## src/rtl/core/hcbp_pkg.sv

```systemverilog
// Shared types and constants for the Huffman code bit packer.
// No dependencies; used by every file in rtl/core.
package hcbp_pkg;

	localparam int SYMBOL_COUNT = 256;
	localparam int MAX_CODE_LEN = 32;
	localparam int BYTE_W       = 8;
	localparam int SYM_W        = 8;
	localparam int CODE_W       = 32;
	localparam int LEN_W        = 6;
	localparam int MODE_W       = 2;
	localparam int ADDR_W       = $clog2(SYMBOL_COUNT);
	localparam int QUEUE_DEPTH  = 4;
	localparam int QPTR_W       = $clog2(QUEUE_DEPTH);
	localparam int QCNT_W       = $clog2(QUEUE_DEPTH + 1);
	localparam int IN_DATA_W    = 48;
	localparam int OUT_DATA_W   = 8;

	typedef enum logic [MODE_W-1:0] {
		MODE_LOAD   = 2'd0,
		MODE_ENCODE = 2'd1,
		MODE_FLUSH  = 2'd2,
		MODE_NONE   = 2'd3
	} mode_t;

	// Work handed from front to back: a code top-aligned in word, or a flush.
	typedef struct packed {
		logic              flush;
		logic [CODE_W-1:0] word;
		logic [LEN_W-1:0]  len;
	} entry_t;

	typedef struct packed {
		logic   valid;
		entry_t entry;
	} push_t;

	typedef struct packed {
		logic              full;
		logic              empty;
		logic [QCNT_W-1:0] count;
	} qstat_t;

endpackage

```

## src/rtl/core/hcbp_back.sv

```systemverilog
// Back end: bit accumulator, byte assembly and output register.
// Depends on hcbp_pkg.
module hcbp_back (
	input  logic                              clk,
	input  logic                              arst_n,
	input  hcbp_pkg::entry_t                  head,
	input  logic                              q_empty,
	output logic                              pop,
	output logic                              m_tvalid,
	input  logic                              m_tready,
	output logic [hcbp_pkg::OUT_DATA_W-1:0]   m_tdata,  // out_byte
	output logic                              m_tlast   // last
);

	logic [hcbp_pkg::BYTE_W-1:0] acc_q;
	logic [2:0]                  pend_q;
	logic                        busy_q;
	logic [hcbp_pkg::CODE_W-1:0] cur_q;
	logic [hcbp_pkg::LEN_W-1:0]  rem_q;
	logic                        m_tvalid_q;
	logic [hcbp_pkg::BYTE_W-1:0] byte_q;
	logic                        last_q;

	logic [hcbp_pkg::CODE_W-1:0] cw;
	logic [hcbp_pkg::LEN_W-1:0]  rem;
	logic                        is_flush;
	logic                        have;
	logic                        adv;
	logic [3:0]                  need;
	logic [hcbp_pkg::LEN_W-1:0]  rem_left;
	logic [hcbp_pkg::BYTE_W-1:0] top8;

	logic                        emit;
	logic [hcbp_pkg::BYTE_W-1:0] emit_byte;
	logic                        emit_last;
	logic                        busy_d;
	logic [hcbp_pkg::CODE_W-1:0] cur_d;
	logic [hcbp_pkg::LEN_W-1:0]  rem_d;
	logic [hcbp_pkg::BYTE_W-1:0] acc_d;
	logic [2:0]                  pend_d;

	assign cw       = busy_q ? cur_q : head.word;
	assign rem      = busy_q ? rem_q : head.len;
	assign is_flush = !busy_q && head.flush;
	assign have     = busy_q || !q_empty;
	assign adv      = !m_tvalid_q || m_tready;
	assign need     = 4'(hcbp_pkg::BYTE_W) - {1'b0, pend_q};
	assign rem_left = rem - hcbp_pkg::LEN_W'(need);
	assign top8     = cw[hcbp_pkg::CODE_W-1:hcbp_pkg::CODE_W-hcbp_pkg::BYTE_W];

	always_comb begin
		pop       = 1'b0;
		emit      = 1'b0;
		emit_byte = '0;
		emit_last = 1'b0;
		busy_d    = busy_q;
		cur_d     = cur_q;
		rem_d     = rem_q;
		acc_d     = acc_q;
		pend_d    = pend_q;
		priority if (!have) begin
			// nothing to do
		end else if (is_flush) begin
			if (pend_q == '0) begin
				pop = 1'b1;
			end else if (adv) begin
				pop       = 1'b1;
				emit      = 1'b1;
				emit_byte = 8'(acc_q << (4'(hcbp_pkg::BYTE_W) - {1'b0, pend_q}));
				emit_last = 1'b1;
				acc_d     = '0;
				pend_d    = '0;
			end
		end else if (rem >= hcbp_pkg::LEN_W'(need)) begin
			// enough bits to close a byte
			if (adv) begin
				pop       = !busy_q;
				emit      = 1'b1;
				emit_byte = 8'(acc_q << need) | (top8 >> pend_q);
				// a leftover shorter than a byte only goes into the accumulator
				emit_last = (rem_left < hcbp_pkg::LEN_W'(hcbp_pkg::BYTE_W));
				busy_d    = (rem_left != '0);
				cur_d     = cw << need;
				rem_d     = rem_left;
				acc_d     = '0;
				pend_d    = '0;
			end
		end else begin
			// tail of the code goes into the accumulator
			pop    = !busy_q;
			busy_d = 1'b0;
			acc_d  = 8'(acc_q << rem[2:0]) | (top8 >> (4'(hcbp_pkg::BYTE_W) - {1'b0, rem[2:0]}));
			pend_d = pend_q + rem[2:0];
		end
	end

	always_ff @(posedge clk or negedge arst_n) begin
		if (!arst_n) begin
			acc_q      <= '0;
			pend_q     <= '0;
			busy_q     <= 1'b0;
			rem_q      <= '0;
			m_tvalid_q <= 1'b0;
		end else begin
			acc_q  <= acc_d;
			pend_q <= pend_d;
			busy_q <= busy_d;
			rem_q  <= rem_d;
			if (adv) begin
				m_tvalid_q <= emit;
			end
		end
	end

	always_ff @(posedge clk) begin
		cur_q <= cur_d;
		if (adv) begin
			byte_q <= emit_byte;
			last_q <= emit_last;
		end
	end

	assign m_tvalid = m_tvalid_q;
	assign m_tdata  = byte_q;
	assign m_tlast  = last_q;

endmodule

```

## config.mk

```make
export PLATFORM = sky130hd
export DESIGN_NAME = hcbp_back
export DESIGN_NICKNAME = d
export VERILOG_FILES = /design/src/rtl/core/hcbp_pkg.sv /design/src/rtl/core/hcbp_back.sv
export SDC_FILE = /design/constraint.sdc
export NUM_CORES = 1
export LEC_CHECK = 0
export BUFFER_PORTS_ARGS = -buffer_cell sky130_fd_sc_hd__buf_4
export CAP_MARGIN = 15
export CORE_MARGIN = 8
export CORE_UTILIZATION = 50
export DETAILED_ROUTE_END_ITERATION = 12
export PLACE_DENSITY = 0.75
export SLEW_MARGIN = 10
export SYNTH_ARGS = -nofsm -noshare
export SYNTH_HDL_FRONTEND = slang
export SYNTH_SLANG_ARGS = --single-unit
```

## constraint.sdc

```tcl
create_clock -name clk -period 6.4 [get_ports clk]
set_input_delay 0.64 -clock clk [delete_from_list [all_inputs] [get_ports clk]]
set_output_delay 0.64 -clock clk [all_outputs]
set_load 0.005 [all_outputs]
```

After elaboration in Yosys (flattened, before gate mapping)
Index checks and enable logic that the tools add are counted.
Operators by class
  add/sub/neg operators: 4
  $lt $le $gt $ge: 2
  equal/unequal tests: 2
  shift-type cells: 5
  multiplexer cells: 27
  bitwise operators: 3
  reduce and logical (&&, ||, !) cells: 11
Operators with widths (count)
  $mux W8: 7
  $mux W32: 1
  $shl A32 B4 Y32: 1
  $or A8 B8 Y8: 2
  $mux W1: 14
  $mux W3: 4
  $shl A8 B3 Y8: 1
  $shl A8 B4 Y8: 1
  $shr A8 B3 Y8: 1
  $shr A8 B4 Y8: 1
  $sub A4 B3 Y4 const A: 2
  $ge A6 B4 Y1: 1
  $lt A6 B4 Y1 const B: 1
  $mux W6: 1
  $reduce_bool A6 Y1: 1
  $sub A6 B4 Y6: 1
  $ne A2 B2 Y1 const B: 2
  $reduce_and A4 Y1: 1
  $add A3 B3 Y3: 1
  $logic_not A1 Y1: 3
  $logic_not A3 Y1: 1
  $reduce_and A3 Y1: 1
  $logic_or A1 B1 Y1: 2
  $reduce_and A2 Y1: 1
  2 further kinds: 2
Storage, ports and cells
  register bits: 60
  input port bits: 43
  logic and storage cells: 62

Logic depth before layout (Yosys ltp)
  depth after elaboration: 6
  depth in mapped cells: 15
  gate-level depth less buffers: 10

Worst setup path before layout
Ideal clock, no wire load.
  path kind: register to register
  start: register pend_q[0]
  end: register rem_q[1] (netlist name)
  setup time: 0.125 ns
  arrival: 4.718 ns
  required time: 6.275 ns
  slack: 1.558 ns
  stages on the path, launching flop included: 14
  buffers on the path: 4
  clock period less this slack: 4.842 ns
  cell sequence: dfrtp_1 clkbuf_1 clkinv_1 clkbuf_1 ha_1 buf_2 clkinv_1 clkbuf_1 ha_1 a21o_1 maj3_2 a211oi_4 nor3_2 mux2_2
Between the ends
  longest elaborated chain between the ends: 3
Ends and longest elaborated chain
  from (decl): line hcbp_back.sv:16  | logic [2:0] pend_q;
  from (signal assigned): line hcbp_back.sv:106  | pend_q <= pend_d;
  $sub A4 B3 Y4 *: line hcbp_back.sv:47  | assign need = 4'(hcbp_pkg::BYTE_W) - {1'b0, pend_q};
  $ge A6 B4 Y1: line hcbp_back.sv:74  | end else if (rem >= hcbp_pkg::LEN_W'(need)) begin
  $reduce_and A4 Y1 (no source line)
  to (signal assigned): line hcbp_back.sv:108  | rem_q <= rem_d;
  to (decl): line hcbp_back.sv:19  | logic [hcbp_pkg::LEN_W-1:0] rem_q;
Every way passes the cells marked *; elsewhere a longest branch is shown, timed or not.
A chain may end at the register's enable or synchronous reset.

Final worst setup path
  start: register pend_q[1]
  end: output pop
Between the ends
  longest elaborated chain between the ends: 5
Ends and longest elaborated chain
  $sub A4 B3 Y4: line hcbp_back.sv:47
  $ge A6 B4 Y1: line hcbp_back.sv:74
  $mux W1: line hcbp_back.sv:74
  $mux W1 *: line hcbp_back.sv:63  | end else if (is_flush) begin
  $mux W1 *: line hcbp_back.sv:61  | priority if (!have) begin
  to (decl): line hcbp_back.sv:8  | output logic pop,
Marked as above.

==> summary.md <==
### Outcome
- result of the run: completed

### Floorplanning
- initial core utilization: 0.509
- horizontal extent of the die: 118 µm
- Die Ht: 118 µm
- cell row count: 37
- Core Box Area: 10,200 µm²
- Die Outline Area: 13,900 µm²
- number of top-level design ports: 54

### Global routing
- initial antenna violation count: 0
- vias in the first global route: 4,310
- Total Routing Usage GR: 0.200
- total gr overflow: 0
- first-pass GRT wire length: 22.8 mm
- pin count of the biggest net entering global routing: 54

### Synthesis
- count of flip-flops with a built-in enable after synthesis: 41
- number of synthesized register bits: 60
- post-synthesis cell count: 550
- syn_nets: 602
- top_reg_cell synth: edfxtp_1
- combined area of all synthesized cells: 5210 µm²
- dominant cells by area after synthesis: edfxtp_1 24%, mux4_2 13%, mux2i_1 11%, dfrtp_1 9.1%, nand2_1 6.9%
- share of flip-flops with an asynchronous set or reset: 0.317
- Avg Synthesized Cell Area: 9.47 µm²
- area leader, netlist: edfxtp_1
- post-synth top area share: 0.236
- sequential fraction of the synthesis area: 0.328
- number of warnings issued by yosys: 0
- distinct cell type count of the synthesized netlist: 61

### Final layout
- most frequent cells in the layout: 96 x nand2_1, 63 x buf_4, 56 x mux2i_1
- leading cell type in the layout, fill and taps excluded: nand2_1
- fraction of final layout cells with drive strength greater than 1: 0.229
- number of diodes: 0
- relative area change from synthesis to final layout: 14.0%
- number of nets in the finished design: 636

### Clock tree
- sink count of the clock tree: 60
- buffer depth of the longest clock path: 2
- TritonCTS clock tree: built
- clock root buffer: clkbuf_8
- number of clock buffers inserted by TritonCTS: 9
- hold-fix buffer count after cts: 0
- clock insertion delay at the later pin of the skew report: 0.35 ns
- # H-tree levels: 3
- total setup buffers inserted after CTS: 0
- cells resized by post-CTS repair: 0
- clk slew on worst S/H paths: 0.08 ns

### Timing
- worst slew pin tran: 1.00 ns
- headroom to the max-slew limit: 0.329
- final hold violation count: 0
- Fmax: 0.205 GHz
- number of max-slew violations in the final report: 0
- final setup fails: 0
- share of the clock period used by the worst path after layout: 0.762
- unrepaired setup endpoints after global routing: false
- Final TNS setup: 0 ns
- Worst Skew: 0.0123 ns
- Final min period: 4.87 ns

### Setup path
- CP Data Arrival Time: 4.23 ns
- critical path, cell by cell: clkinv_1 -> ha_1 -> ha_1 -> buf_4 -> inv_1 -> maj3_2 -> a211oi_4 -> nand2b_1 -> a211oi_1 -> buf_4
- crit end category: primary output
- Max FO, Critical Path: 50
- slowest stage cell on the critical path: dfrtp_1
- cell family with most CP delay: buffers and inverters
- required time at the worst-slack endpoint: 5.76 ns
- Worst Path Buf+Inv: 4
- sort of element at the start of the critical path: flip-flop
- CP Class: flip-flop to primary output
- CP max stage delay: 0.59 ns

### Drt
- Vias/cell: 6.36
- Residual DRC: 0
- wire length per cell: 19.5 µm
- Routed Antenna Nets: 0
- Total Routed Length: 14.1 mm
- Iteration-0 DRC Markers: 490
- via count: 4,613
- DR pass1 iterations: 6

### Job
- Max Cap Viol: 0

### Place
- total half-perimeter wirelength after legalization and detailed placement: 10.1 mm
- Port Buf Inserts: 53
- RD Place Congestion: 1.02

### Worst hold path
- classification of the worst-slack hold path: input pin to asynchronous set/reset pin

[worst register-to-register path, cell delays in order (launching register included)]
cell and delay [ns]:
dfrtp_1 0.59, clkinv_1 0.38, ha_1 0.32, ha_1 0.27, buf_4 0.28, inv_1 0.54, maj3_2 0.37, a211oi_4 0.10
nor3_4 0.85, buf_4 0.42
[per-stage QoR]
stage	cells	util	setup WS, ns	area, µm²	hold WS [ns]
final	725	0.580	1.53	5930	0.156
after global placement	709	0.556	2.10	5690	0.510
after floorplan	550	-	1.56	5210	0.344
after detailed placement	709	0.556	1.98	5690	0.519
after CTS	725	0.580	1.63	5930	0.161
after global routing	725	0.580	1.35	5930	0.164
[routing by layer]
| layer | GRT usage | share of wire | vias up |
|---|---|---|---|
| met2 | 0.300 | 0.45 | 276 |
| met3 | 0.0441 | 0.090 | 39 |
| met1 | 0.279 | 0.44 | 2150 |
| li1 | - | - | 2148 |
| met5 | 0 | 0 | - |
| met4 | 0.0665 | 0.021 | 0 |
[cell families after synthesis]
family | after synthesis | synth area share
compound gates | 133 | 0.162
buf+inv | 52 | 0.0428
xor+xnor | 8 | 0.0135
simple gates | 183 | 0.150
flops | 60 | 0.328
mux | 102 | 0.273
fa+ha+maj | 12 | 0.0305
[cell usage after synthesis (2+ instances only)]
cell type  count
maj3_1         2
o311ai_0       3
o21ai_0       46
o22ai_1        7
a32o_1         2
xnor2_1        5
mux2_2        15
a211oi_1       9
or2_2          2
nand3_1       10
and3_1         3
nand2_1       96
a32oi_1        3
clkinv_1       3
a31oi_1        7
buf_2          7
buf_1          4
buf_6          2
mux2i_1       56
fa_1           2
o21ai_1        3
clkbuf_1      26
inv_1          7
o211ai_1       7
mux4_2        29
a21o_1         4
nor3_2         2
a22oi_1        2
dfrtp_1       19
a221oi_1       2
edfxtp_1      41
inv_2          2
nor2b_1        5
a2111oi_0      2
nor2_1        43
nand2b_1       5
o32a_1         2
ha_1           7
a21oi_1       24
xor2_1         3
nor3_1        11
[registers in the layout, indices dropped and copies added (netlist names)]
signal	cells
busy_q	1
m_tvalid	1
acc_q	8
rem_q	6
pend_q	3
m_tdata	8
cur_q	32
m_tlast	1
[final timing paths]
check	start	endpoint	cells after the start	slack, ns
worst min-delay path	arst_n	acc_q[0]	1	0.16
max in group asynchronous	arst_n	busy_q	1	6.01
worst max register to register	pend_q[1]	cur_q[29]	9	1.96
worst max-delay path	pend_q[1]	pop	10	1.53
min in group clk	rem_q[1]	rem_q[1]	1	0.53
worst min register to register	rem_q[1]	rem_q[1]	1	0.53
[cell type report]
class,instances,area [µm²]
repair buffers,63,473
clock inverters,7,124
fillers,866,4300
multi-input cells,438,3290
well taps,136,170
clock buffers,9,124
flip-flops and latches,60,1710
inverters,12,45.0
Power is not shown: default switching activity piles up to over one toggle a cycle in this logic, so the estimate is an artifact.
