--- config.mk ---
export PLATFORM = sky130hd
export DESIGN_NAME = hcbp_queue
export DESIGN_NICKNAME = d
export VERILOG_FILES = /design/src/rtl/core/hcbp_pkg.sv /design/src/rtl/core/hcbp_queue.sv
export SDC_FILE = /design/constraint.sdc
export NUM_CORES = 1
export LEC_CHECK = 0
export BUFFER_PORTS_ARGS = -buffer_cell sky130_fd_sc_hd__buf_2
export CORE_AREA = 2 2 107 109
export CTS_CLUSTER_DIAMETER = 100
export DETAILED_ROUTE_END_ITERATION = 6
export DIE_AREA = 0 0 109 111
export MAX_ROUTING_LAYER = met4
export PLACE_DENSITY_LB_ADDON = 0.1
export SETUP_SLACK_MARGIN = 0.02
export SYNTH_ARGS = -nofsm -noshare
export SYNTH_HDL_FRONTEND = slang
export SYNTH_SLANG_ARGS = --single-unit
export TNS_END_PERCENT = 100
--- constraint.sdc ---
create_clock -name clk -period 4.19 [get_ports clk]
set_clock_uncertainty 0.15 [all_clocks]
set_input_delay 0.838 -clock clk [delete_from_list [all_inputs] [get_ports clk]]
set_output_delay 0.838 -clock clk [all_outputs]
set_load 0.03 [all_outputs]
--- src/rtl/core/hcbp_pkg.sv ---
// Shared types and constants for the Huffman code bit packer.
// No dependencies; used by every file in rtl/core.
package hcbp_pkg;

	localparam int SYMBOL_COUNT = 256;
	localparam int MAX_CODE_LEN = 32;
	localparam int BYTE_W       = 8;
	localparam int SYM_W        = 8;
	localparam int CODE_W       = 32;
	localparam int LEN_W        = 6;
	localparam int MODE_W       = 2;
	localparam int ADDR_W       = $clog2(SYMBOL_COUNT);
	localparam int QUEUE_DEPTH  = 4;
	localparam int QPTR_W       = $clog2(QUEUE_DEPTH);
	localparam int QCNT_W       = $clog2(QUEUE_DEPTH + 1);
	localparam int IN_DATA_W    = 48;
	localparam int OUT_DATA_W   = 8;

	typedef enum logic [MODE_W-1:0] {
		MODE_LOAD   = 2'd0,
		MODE_ENCODE = 2'd1,
		MODE_FLUSH  = 2'd2,
		MODE_NONE   = 2'd3
	} mode_t;

	// Work handed from front to back: a code top-aligned in word, or a flush.
	typedef struct packed {
		logic              flush;
		logic [CODE_W-1:0] word;
		logic [LEN_W-1:0]  len;
	} entry_t;

	typedef struct packed {
		logic   valid;
		entry_t entry;
	} push_t;

	typedef struct packed {
		logic              full;
		logic              empty;
		logic [QCNT_W-1:0] count;
	} qstat_t;

endpackage

--- src/rtl/core/hcbp_queue.sv ---
// Short queue of packer work between front and back end.
// Depends on hcbp_pkg.
module hcbp_queue (
	input  logic                clk,
	input  logic                arst_n,
	input  hcbp_pkg::push_t     push,
	input  logic                pop,
	output hcbp_pkg::entry_t    head,
	output hcbp_pkg::qstat_t    stat
);

	hcbp_pkg::entry_t                mem_q [hcbp_pkg::QUEUE_DEPTH];
	logic [hcbp_pkg::QPTR_W-1:0]     wr_ptr_q;
	logic [hcbp_pkg::QPTR_W-1:0]     rd_ptr_q;
	logic [hcbp_pkg::QCNT_W-1:0]     count_q;
	logic                            do_push;
	logic                            do_pop;

	assign stat.count = count_q;
	assign stat.full  = (count_q == hcbp_pkg::QCNT_W'(hcbp_pkg::QUEUE_DEPTH));
	assign stat.empty = (count_q == '0);
	assign do_push    = push.valid && !stat.full;
	assign do_pop     = pop && !stat.empty;
	assign head       = mem_q[rd_ptr_q];

	always_ff @(posedge clk) begin
		if (do_push) begin
			mem_q[wr_ptr_q] <= push.entry;
		end
	end

	always_ff @(posedge clk or negedge arst_n) begin
		if (!arst_n) begin
			wr_ptr_q <= '0;
			rd_ptr_q <= '0;
			count_q  <= '0;
		end else begin
			if (do_push) begin
				wr_ptr_q <= wr_ptr_q + 1'b1;
			end
			if (do_pop) begin
				rd_ptr_q <= rd_ptr_q + 1'b1;
			end
			count_q <= count_q + hcbp_pkg::QCNT_W'(do_push) - hcbp_pkg::QCNT_W'(do_pop);
		end
	end

endmodule

; After elaboration in Yosys (flattened, before gate mapping)
; Memory sizes are Yosys's and may differ from the RTL's.
; Index checks and enable logic that the tools add are counted.
; Widths: inputs -> output; s select.
[op_classes]
addsub = 4
n_eq_ne = 1
muxes = 2
reduce_logical = 5
[ops]
columns = operator, count
row1 = $add 2x1->2 const B, 2
row2 = $add 3x1->3, 1
row3 = $eq 3x3->1 const B, 1
row4 = $logic_not 3->1, 1
row5 = $sub 3x1->3, 1
row6 = $logic_and 1x1->1, 2
row7 = $logic_not 1->1, 2
row8 = $mux 1, 2
[totals]
reg_bits = 7
ramBits = 156
in_bits = 43
elab_cells = 16
memories = 1
[mem_list]
columns = name, words, width, rd, rd_clocked_by_memory_dff, wr, line_no
row1 = mem_q, 4, 39, 1, 0, 1, hcbp_queue.sv:12  ; hcbp_pkg::entry_t mem_q [hcbp_pkg::QUEUE_DEPTH];

; Logic depth before layout (Yosys ltp)
; Gate-level depths: netlist (run 1).
[logic_depth]
depth_word = 5
depth_mapped = 8

; Worst setup path before layout (run 1)
; Ideal clock, no wire load.
[synth_timing]
kind = register to register
start = register count_q[2] (netlist name)
end = register count_q[2] (netlist name)
setup_ns = 0.124
arrival_ns = 2.252
required_time_ns = 3.916
slack_ns = 1.664
path_stages_with_launch = 9
n_path_buf = 0
period_less_slack_ns = 2.526
cell_sequence = dfrtp_1 -> nor3b_4 -> nand2b_1 -> ha_1 -> inv_1 -> ha_1 -> fa_1 -> xnor2_1 -> xnor2_1
[synth_rtl]
columns = element, line_no
row1 = from (decl), hcbp_queue.sv:15  ; logic [hcbp_pkg::QCNT_W-1:0] count_q;
row2 = from (signal assigned), hcbp_queue.sv:44  ; count_q <= count_q + hcbp_pkg::QCNT_W'(do_push) - hcbp_pkg::QCNT_W'(do_pop);

==> impl_metrics.toml, run 1 <==
[cells_and_area]
final_common_cell = "edfxtp_1"
utilization_pct = 66.1
drive_gt1_share_pct = 45.4
syn_to_final_growth_pct = 19.0
num-nets-final = 392
finalNonFillerCells = 498
layout_common_cells = "edfxtp_1, buf_2, mux4_2"
diodes = 0

[route]
wire_per_inst_um = 20.1
drtAntennaViolNets = 0
drt-total-wl_um = 10000
route.vias.total = 2735
drt_iter0_markers = 142
routed_via_density = 5.49
firstDrtPassIters = 5
drc = 0

[outcome]
status = "complete, no violations"

[worst_setup_path]
cp.arrival_ns = 2.19
critPathRequiredTime_ns = 3.20
critPathCaptureType = "output port"
cp.buffers_inverters = 2
cp_slowest_stage_delay_ns = 0.70
reg2reg_depth = 8
cpLargestDelayFamily = "flip-flops"
path_cells = "buf_12 -> mux4_2 -> buf_2"
crit_path_start = "rd_ptr_q[0]$_DFFE_PN0P_"
rr_startpoint = "count_q[1]$_DFF_PN0_"
reg2reg_to = "count_q[2]$_DFF_PN0_"
critPathLaunchType = "flip-flop"
endpoint = "head[27]"
critical_path_class = "reg2out"
rrSetupSlack_ns = 1.82
crit_fanout = 26
slowest_stage = "dfrtp_2"
path_depth = 3

[global_route]
met3_usage_pct = 5.53
antenna_found_initial = 0
grt_max_degree = 41
top_usage_layer = "met2"
grt.overflow.total = 0
grt_pass1_wl_um = 15500
grtUsageMet1_pct = 23.3
grt_pass1_vias = 2865
grt_use_total_pct = 18.7
grtUsageMet2_pct = 29.8

[sta]
setup_viol = 0
worst_pin_slew_ns = 1.05
min_period_ns = 3.18
drv_slew = 0
relSlewSlack_pct = 29.9
hold_violations = 0
finalCritPeriodShare_pct = 75.8
fmax_mhz = 315
final.setup.tns_ns = 0
rsz0062_at_grt = "false"
holdWs_ns = 0.0960

[yosys]
synth_top_area_cell = "edfxtp_1"
synth-seq-area-share_pct = 79.1
ys_seq_elements = 163
synthTopCellsByArea = "edfxtp_1, mux4_2, dfrtp_1, buf_12, ha_1"
yosys.area.top_type_share_pct = 76.2
syn_area_per_cell_sq_um = 25.1
postSynthNetCount = 295
yosysWarnings = 0
syn_inst = 245
synth_cell_type_count = 20
synth_area_sq_mm = 0.00615

[floorplanning]
fp.dieW_um = 109
initial_core_util_pct = 55.5
die_height_um = 111
pin_count = 87
placementRows = 39
core_area_sq_mm = 0.0111
die-area_sq_mm = 0.0121

[clock_tree]
cts_root_buf = "clkbuf_16"
ctsLongestPathBuffers = 2
clkLatencyLatePin_ns = 0.41
cts_buffers = 17
cts_resized = 0
cts_htree_levels = 4
post_cts_buffers = 0
clkSlewWorstSetupHoldPaths_ns = 0.06
ctsHoldBuffers = 0
cts.sinks = 163
cts_tree = "yes"

[placed_design]
placed_cells = 466
dp_hpwl_um = 5670
io_buffers = 86
gp_congestion = 0.681

[power]
power_mw = 5.84
pwr_density_cell_mw_per_mm2 = 797
p_leak_nw = 2.56
ir_worst_vdd_uv = 656

[worst_hold_path]
hold_path_class = "in2async"

[job]
cap_violations = 0
[cell usage after synthesis]
cell type and number:
xnor2_1 4, and3b_1 4, ha_1 6, o311ai_0 1, mux4_1 1, buf_6 1, edfxtp_1 156, nor3_1 1
mux4_2 38, buf_2 4, nor3b_4 1, o211ai_1 2, fa_1 1, o31ai_1 1, buf_12 4, nand4bb_1 2
inv_1 6, nand2_1 1, dfrtp_1 7, nand2b_1 4
[registers in the layout, indices dropped and copies added (netlist names)]
| signal | count |
|---|---|
| mem_q | 156 |
| count_q | 3 |
| rd_ptr_q | 2 |
| wr_ptr_q | 2 |
[how the worst min path moves through the flow]
stage                                    endpoint  cells past startpoint
final                     wr_ptr_q[1]$_DFFE_PN0P_                      1
after global routing      wr_ptr_q[1]$_DFFE_PN0P_                      1
after CTS                 wr_ptr_q[1]$_DFFE_PN0P_                      1
after detailed placement  wr_ptr_q[1]$_DFFE_PN0P_                      2
after global placement    wr_ptr_q[1]$_DFFE_PN0P_                      2
after floorplan              count_q[0]$_DFF_PN0_                      0
[routing by layer]
layer	wire (um)	up-vias
met4	116	0
met5	0	-
met2	5320	68
li1	-	1229
met3	479	15
met1	4110	1423
[cells by family after synthesis]
logic type,count (synthesis),synth area share (%)
xor+xnor,4,0.570
mux,39,14.3
buf+inv,15,2.18
compound gates,4,0.509
simple gates,13,1.79
fa+ha+maj,7,1.55
flops,163,79.1
[power breakdown]
group / switching (mW) / internal (mW) / total (mW)
clock network: 0.579 / 1.09 / 1.66
registers: 0.233 / 2.16 / 2.39
logic: 1.08 / 0.697 / 1.78
[final cells by class]
class	instances	area (sq um)
tap	143	179
fill	737	3760
inverter	6	22.5
clock inverter	10	180
timing repair buffer	87	450
multi-input combinational	67	1160
clock buffer	22	464
sequential	163	4860
[metrics by stage]
stage,setup slack [ns],cell area [sq um]
floorplan,1.66,6150
global placement,1.40,6670
detailed placement,1.39,6670
CTS,0.950,7320
global route,0.864,7320
finish,1.01,7320
[worst reg2reg max path, cell delays in order (launching register included)]
cell     delay, ns
dfrtp_1       0.48
o31ai_1       0.39
inv_1         0.09
ha_1          0.28
inv_1         0.04
ha_1          0.18
fa_1          0.38
xnor2_1       0.15
xnor2_1       0.13
Power figures use the tool's default switching activity.
==> inputs of run 2 (changes only) <==
- CORE_AREA: 2 2 107 109 -> 2 2 108 110
- DIE_AREA: 0 0 109 111 -> 0 0 110 112
- clock period: 4.19 -> 3.1 ns (I/O delays scaled with it)
==> run 2 against run 1 <==
Critical endpoint is now head[31]. Sequential power rose by 31%. Non-clock buffer count rose by 9. Global-route usage is 0.44 points higher. Clock-buffer cell count decreased by 4. Cell count rose by 1.8%. Combinational power grew 48%. First-iteration DRC count grew 4.2%. Die area grew 1.8%. Largest cell class unchanged. Sequential share of layout area shrank 1.4 points. Clock power up 44%. Sequential cell count unchanged.
==> impl_metrics.toml, run 2 (same netlist as run 1, synthesis figures left out) <==
[placed_design]
gp_congestion = 0.771
placed_cells = 474
io_buffers = 86
dp_hpwl_um = 6500
dpl_cell_area_sq_mm = 0.00678

[job]
cap_violations = 0

[power]
power_mw = 8.14
pwr_density_cell_mw_per_mm2 = 1090
ir_worst_vdd_uv = 734
p_leak_nw = 2.64

[global_route]
grt_use_total_pct = 19.1
grtUsageMet2_pct = 30.4
top_usage_layer = "met2"
grt_pass1_wl_um = 16100
grt_max_degree = 34
met3_usage_pct = 5.56
grt_pass1_vias = 3059
antenna_found_initial = 0
grtUsageMet1_pct = 22.9
grt.overflow.total = 0

[outcome]
status = "complete, no violations"

[worst_setup_path]
cp_slowest_stage_delay_ns = 0.75
critical_path_class = "reg2out"
slowest_stage = "dfrtp_2"
critPathRequiredTime_ns = 2.33
cp.buffers_inverters = 2
path_cells = "buf_4 -> mux4_2 -> buf_2"
critPathCaptureType = "output port"
cpLargestDelayFamily = "flip-flops"
critPathLaunchType = "flip-flop"
crit_fanout = 20
cp.arrival_ns = 1.93

[floorplanning]
initial_core_util_pct = 55.0
placementRows = 39
die-area_sq_mm = 0.0123
die_height_um = 112
fp.dieW_um = 110
pin_count = 87
core_area_sq_mm = 0.0112

[sta]
min_period_ns = 2.70
rsz0062_at_grt = "false"
finalCritPeriodShare_pct = 87.2
hold_violations = 0
drv_slew = 0
final.setup.tns_ns = 0
fmax_mhz = 370
setup_viol = 0
relSlewSlack_pct = 60.6
worst_pin_slew_ns = 0.592

[cells_and_area]
regArea_sq_mm = 0.00486
finalNonFillerCells = 507
layout_common_cells = "edfxtp_1, buf_2, mux4_2"
diodes = 0
regMostFlops = "mem_q"
largestRegisters = "mem_q: 156 flops, count_q: 3 flops"
multi_input_area_sq_mm = 0.00116
num-nets-final = 401
final_common_cell = "edfxtp_1"
largest_reg_flops = 156
utilization_pct = 66.9
final_cell_area_sq_mm = 0.00748
drive_gt1_share_pct = 46.7
syn_to_final_growth_pct = 21.7
nFillCells = 736

[route]
firstDrtPassIters = 4
routed_via_density = 5.50
drtAntennaViolNets = 0
wire_per_inst_um = 20.3
drt_iter0_markers = 148
route.vias.total = 2787
drc = 0
drt-total-wl_um = 10300

[worst_hold_path]
hold_path_class = "in2reg"

[clock_tree]
cts_tree = "yes"
cts.sinks = 163
cts_htree_levels = 4
cts_buffers = 17
clkSlewWorstSetupHoldPaths_ns = 0.06
ctsLongestPathBuffers = 2
clkLatencyLatePin_ns = 0.41
cts_resized = 0
cts_root_buf = "clkbuf_16"
[run 2: changes by cell type in the layout (fill, tap and decap cells not counted), sizes merged]
cell,delta
buf,+8
bufinv,+2
clkbuf,-4
dlygate4sd3,+1
inv,+2
[run 2: worst paths after layout]
kind | start | endpoint | slack [ns] | cells past startpoint
worst max-delay path | rd_ptr_q[1]$_DFFE_PN0P_ | head[31] | 0.40 | 3
max in group asynchronous | arst_n | rd_ptr_q[0]$_DFFE_PN0P_ | 2.19 | 2
worst min-delay path | push[11] | mem_q[2][11]$_DFFE_PP_ | 0.27 | 1
min in group asynchronous | arst_n | count_q[0]$_DFF_PN0_ | 0.43 | 2
worst max register to register | count_q[1]$_DFF_PN0_ | count_q[2]$_DFF_PN0_ | 0.71 | 8
worst min register to register | wr_ptr_q[0]$_DFFE_PN0P_ | wr_ptr_q[0]$_DFFE_PN0P_ | 0.49 | 2
[run 2: routing by layer]
metal	vias up	part of all wire, %
met5	-	0
met1	1460	41
met2	65	54
met4	0	1.2
li1	1254	-
met3	8	4.0
[run 2: area by class of cell]
type                    instances  area share [%]
flip-flops and latches        163            65.0
multi-input cells              67            15.5
repair buffers                 96            7.63
clock buffers                  18            5.74
clock inverters                14            3.43
well taps                     143            2.39
inverters                       6           0.301
[run 2: power by group]
part	switching (mW)	internal (mW)
Combinational	1.60	1.03
Sequential	0.211	2.91
Clock	0.798	1.59
[run 2: what timing repair did]
item,CTS,global route
hold buffers,1,0
buffers inserted,0,0
hold endpoints to repair,7,0
[run 2: through the flow]
| stage | setup slack, ns | hold WS [ns] |
|---|---|---|
| 4_1_cts | 0.346 | 0.248 |
| 2_1_floorplan | 0.574 | 0.174 |
| 5_1_grt | 0.313 | 0.251 |
| 6_report | 0.398 | 0.269 |
| 3_3_place_gp | 0.791 | 0.320 |
| 3_5_place_dp | 0.703 | 0.317 |
==> inputs of run 3 (changes only) <==
- PLACE_DENSITY: not set -> 0.75
- PLACE_DENSITY_LB_ADDON: 0.1 -> not set
==> run 3 against run 2 <==
Routed wire length down 0.39%. Cell count is 0.39% lower. Highest routed layer unchanged. Largest cell class unchanged. Clock-buffer cell count grew 4. Critical path type unchanged.
==> impl_metrics.toml, run 3 (same netlist as run 1, synthesis figures left out) <==
[route]
routed_via_density = 5.58
firstDrtPassIters = 4
drc = 0
drt_iter0_markers = 158
route.vias.total = 2820
wire_per_inst_um = 20.3
drtAntennaViolNets = 0
drt-total-wl_um = 10300

[worst_setup_path]
critPathCaptureType = "output port"
critical_path_class = "reg2out"
crit_fanout = 20
cp.arrival_ns = 1.95
reg2reg_to = "count_q[2]$_DFF_PN0_"
critPathLaunchType = "flip-flop"
cp.buffers_inverters = 2
slowest_stage = "mux4_1"
path_cells = "buf_4 -> mux4_1 -> buf_2"
cpLargestDelayFamily = "multiplexers"
reg2reg_depth = 8
critPathRequiredTime_ns = 2.33
rrSetupSlack_ns = 0.67
rr_startpoint = "count_q[1]$_DFF_PN0_"
cp_slowest_stage_delay_ns = 0.61

[placed_design]
gp_congestion = 0.690
place_ws_ns = 0.679
io_buffers = 86
dp_hpwl_um = 6280

[sta]
fmax_mhz = 368
worst_slack_ns = 0.382
final.setup.tns_ns = 0
relSlewSlack_pct = 68.4
holdWs_ns = 0.271
worst_pin_slew_ns = 0.474
finalCritPeriodShare_pct = 87.7
drv_slew = 0
setup_viol = 0
rsz0062_at_grt = "false"
min_period_ns = 2.72
hold_violations = 0

[clock_tree]
ctsLongestPathBuffers = 2
cts_buffers = 17
clkLatencyLatePin_ns = 0.41
post_cts_buffers = 0
clkSlewWorstSetupHoldPaths_ns = 0.06
cts_tree = "yes"
cts.sinks = 163
cts_root_buf = "clkbuf_16"
cts_htree_levels = 4

[outcome]
status = "complete, no violations"

[floorplanning]
die_height_um = 112
fp.dieW_um = 110
placementRows = 39
initial_core_util_pct = 55.0
core_area_sq_mm = 0.0112
die-area_sq_mm = 0.0123
pin_count = 87

[global_route]
grt_pass1_vias = 2932
antenna_found_initial = 0
grt.overflow.total = 0
grt_use_total_pct = 18.5
grt_pass1_wl_um = 15800
grt_max_degree = 36

[worst_hold_path]
whs_path_depth = 1
hold_start = "push[30]"
hold_end = "mem_q[2][30]$_DFFE_PP_"
hold_path_class = "in2reg"

[power]
ir_worst_vdd_uv = 707
p_leak_nw = 2.56
pwr_density_cell_mw_per_mm2 = 1040
power_mw = 7.66

[cells_and_area]
syn_to_final_growth_pct = 19.5
num-nets-final = 399
largestRegisters = "mem_q: 156 flops, count_q: 3 flops"
regMostFlops = "mem_q"
layout_common_cells = "edfxtp_1, buf_2, mux4_2"
largest_reg_flops = 156
diodes = 0
final_common_cell = "edfxtp_1"
drive_gt1_share_pct = 47.0

[job]
cap_violations = 0
## run 3: what timing repair did
action,in CTS,in global routing
resized for setup,0,0
hold buffers,1,0
hold endpoints to repair,7,0
## run 3: metrics by stage
stage,utilization [%],instance area [sq um],cells
6_report,65.7,7350,505
5_1_grt,65.7,7350,505
4_1_cts,65.7,7350,505
3_5_place_dp,60.6,6770,472
3_3_place_gp,60.6,6770,472
2_1_floorplan,-,6150,245
## run 3: power breakdown
group	leakage (nW)	internal (mW)	total, mW	switching (mW)
clock	0.259	1.13	1.94	0.805
sequential	1.51	2.91	3.11	0.199
combinational	0.793	1.01	2.61	1.61
## run 3: area by class of cell
cell class / instances / area [sq um]
inverters: 6 / 22.5
repair buffers: 94 / 556
multi-input cells: 67 / 1160
clock inverters: 10 / 75.1
clock buffers: 22 / 494
fillers: 732 / 3830
well taps: 143 / 179
flip-flops and latches: 163 / 4860
## run 3: routing by layer
layer	share of wire (%)	GRT usage (%)	up-vias	wire, um
li1	-	-	1246	-
met1	43	24.5	1490	4380
met2	51	28.1	78	5270
met3	5.4	6.21	6	551
met4	0.54	4.81	0	55
met5	0	-	-	0
## run 3: worst max path at each step
stage                            startpoint              endpoint  slack (ns)  depth (start not counted)
floorplan              count_q[2]$_DFF_PN0_  count_q[2]$_DFF_PN0_        0.57                          8
global placement    rd_ptr_q[0]$_DFFE_PN0P_              head[38]        0.79                          3
detailed placement     count_q[1]$_DFF_PN0_  count_q[2]$_DFF_PN0_        0.68                          8
CTS                 rd_ptr_q[0]$_DFFE_PN0P_              head[38]        0.33                          3
global route        rd_ptr_q[0]$_DFFE_PN0P_              head[38]        0.26                          3
finish              rd_ptr_q[0]$_DFFE_PN0P_              head[38]        0.38                          3
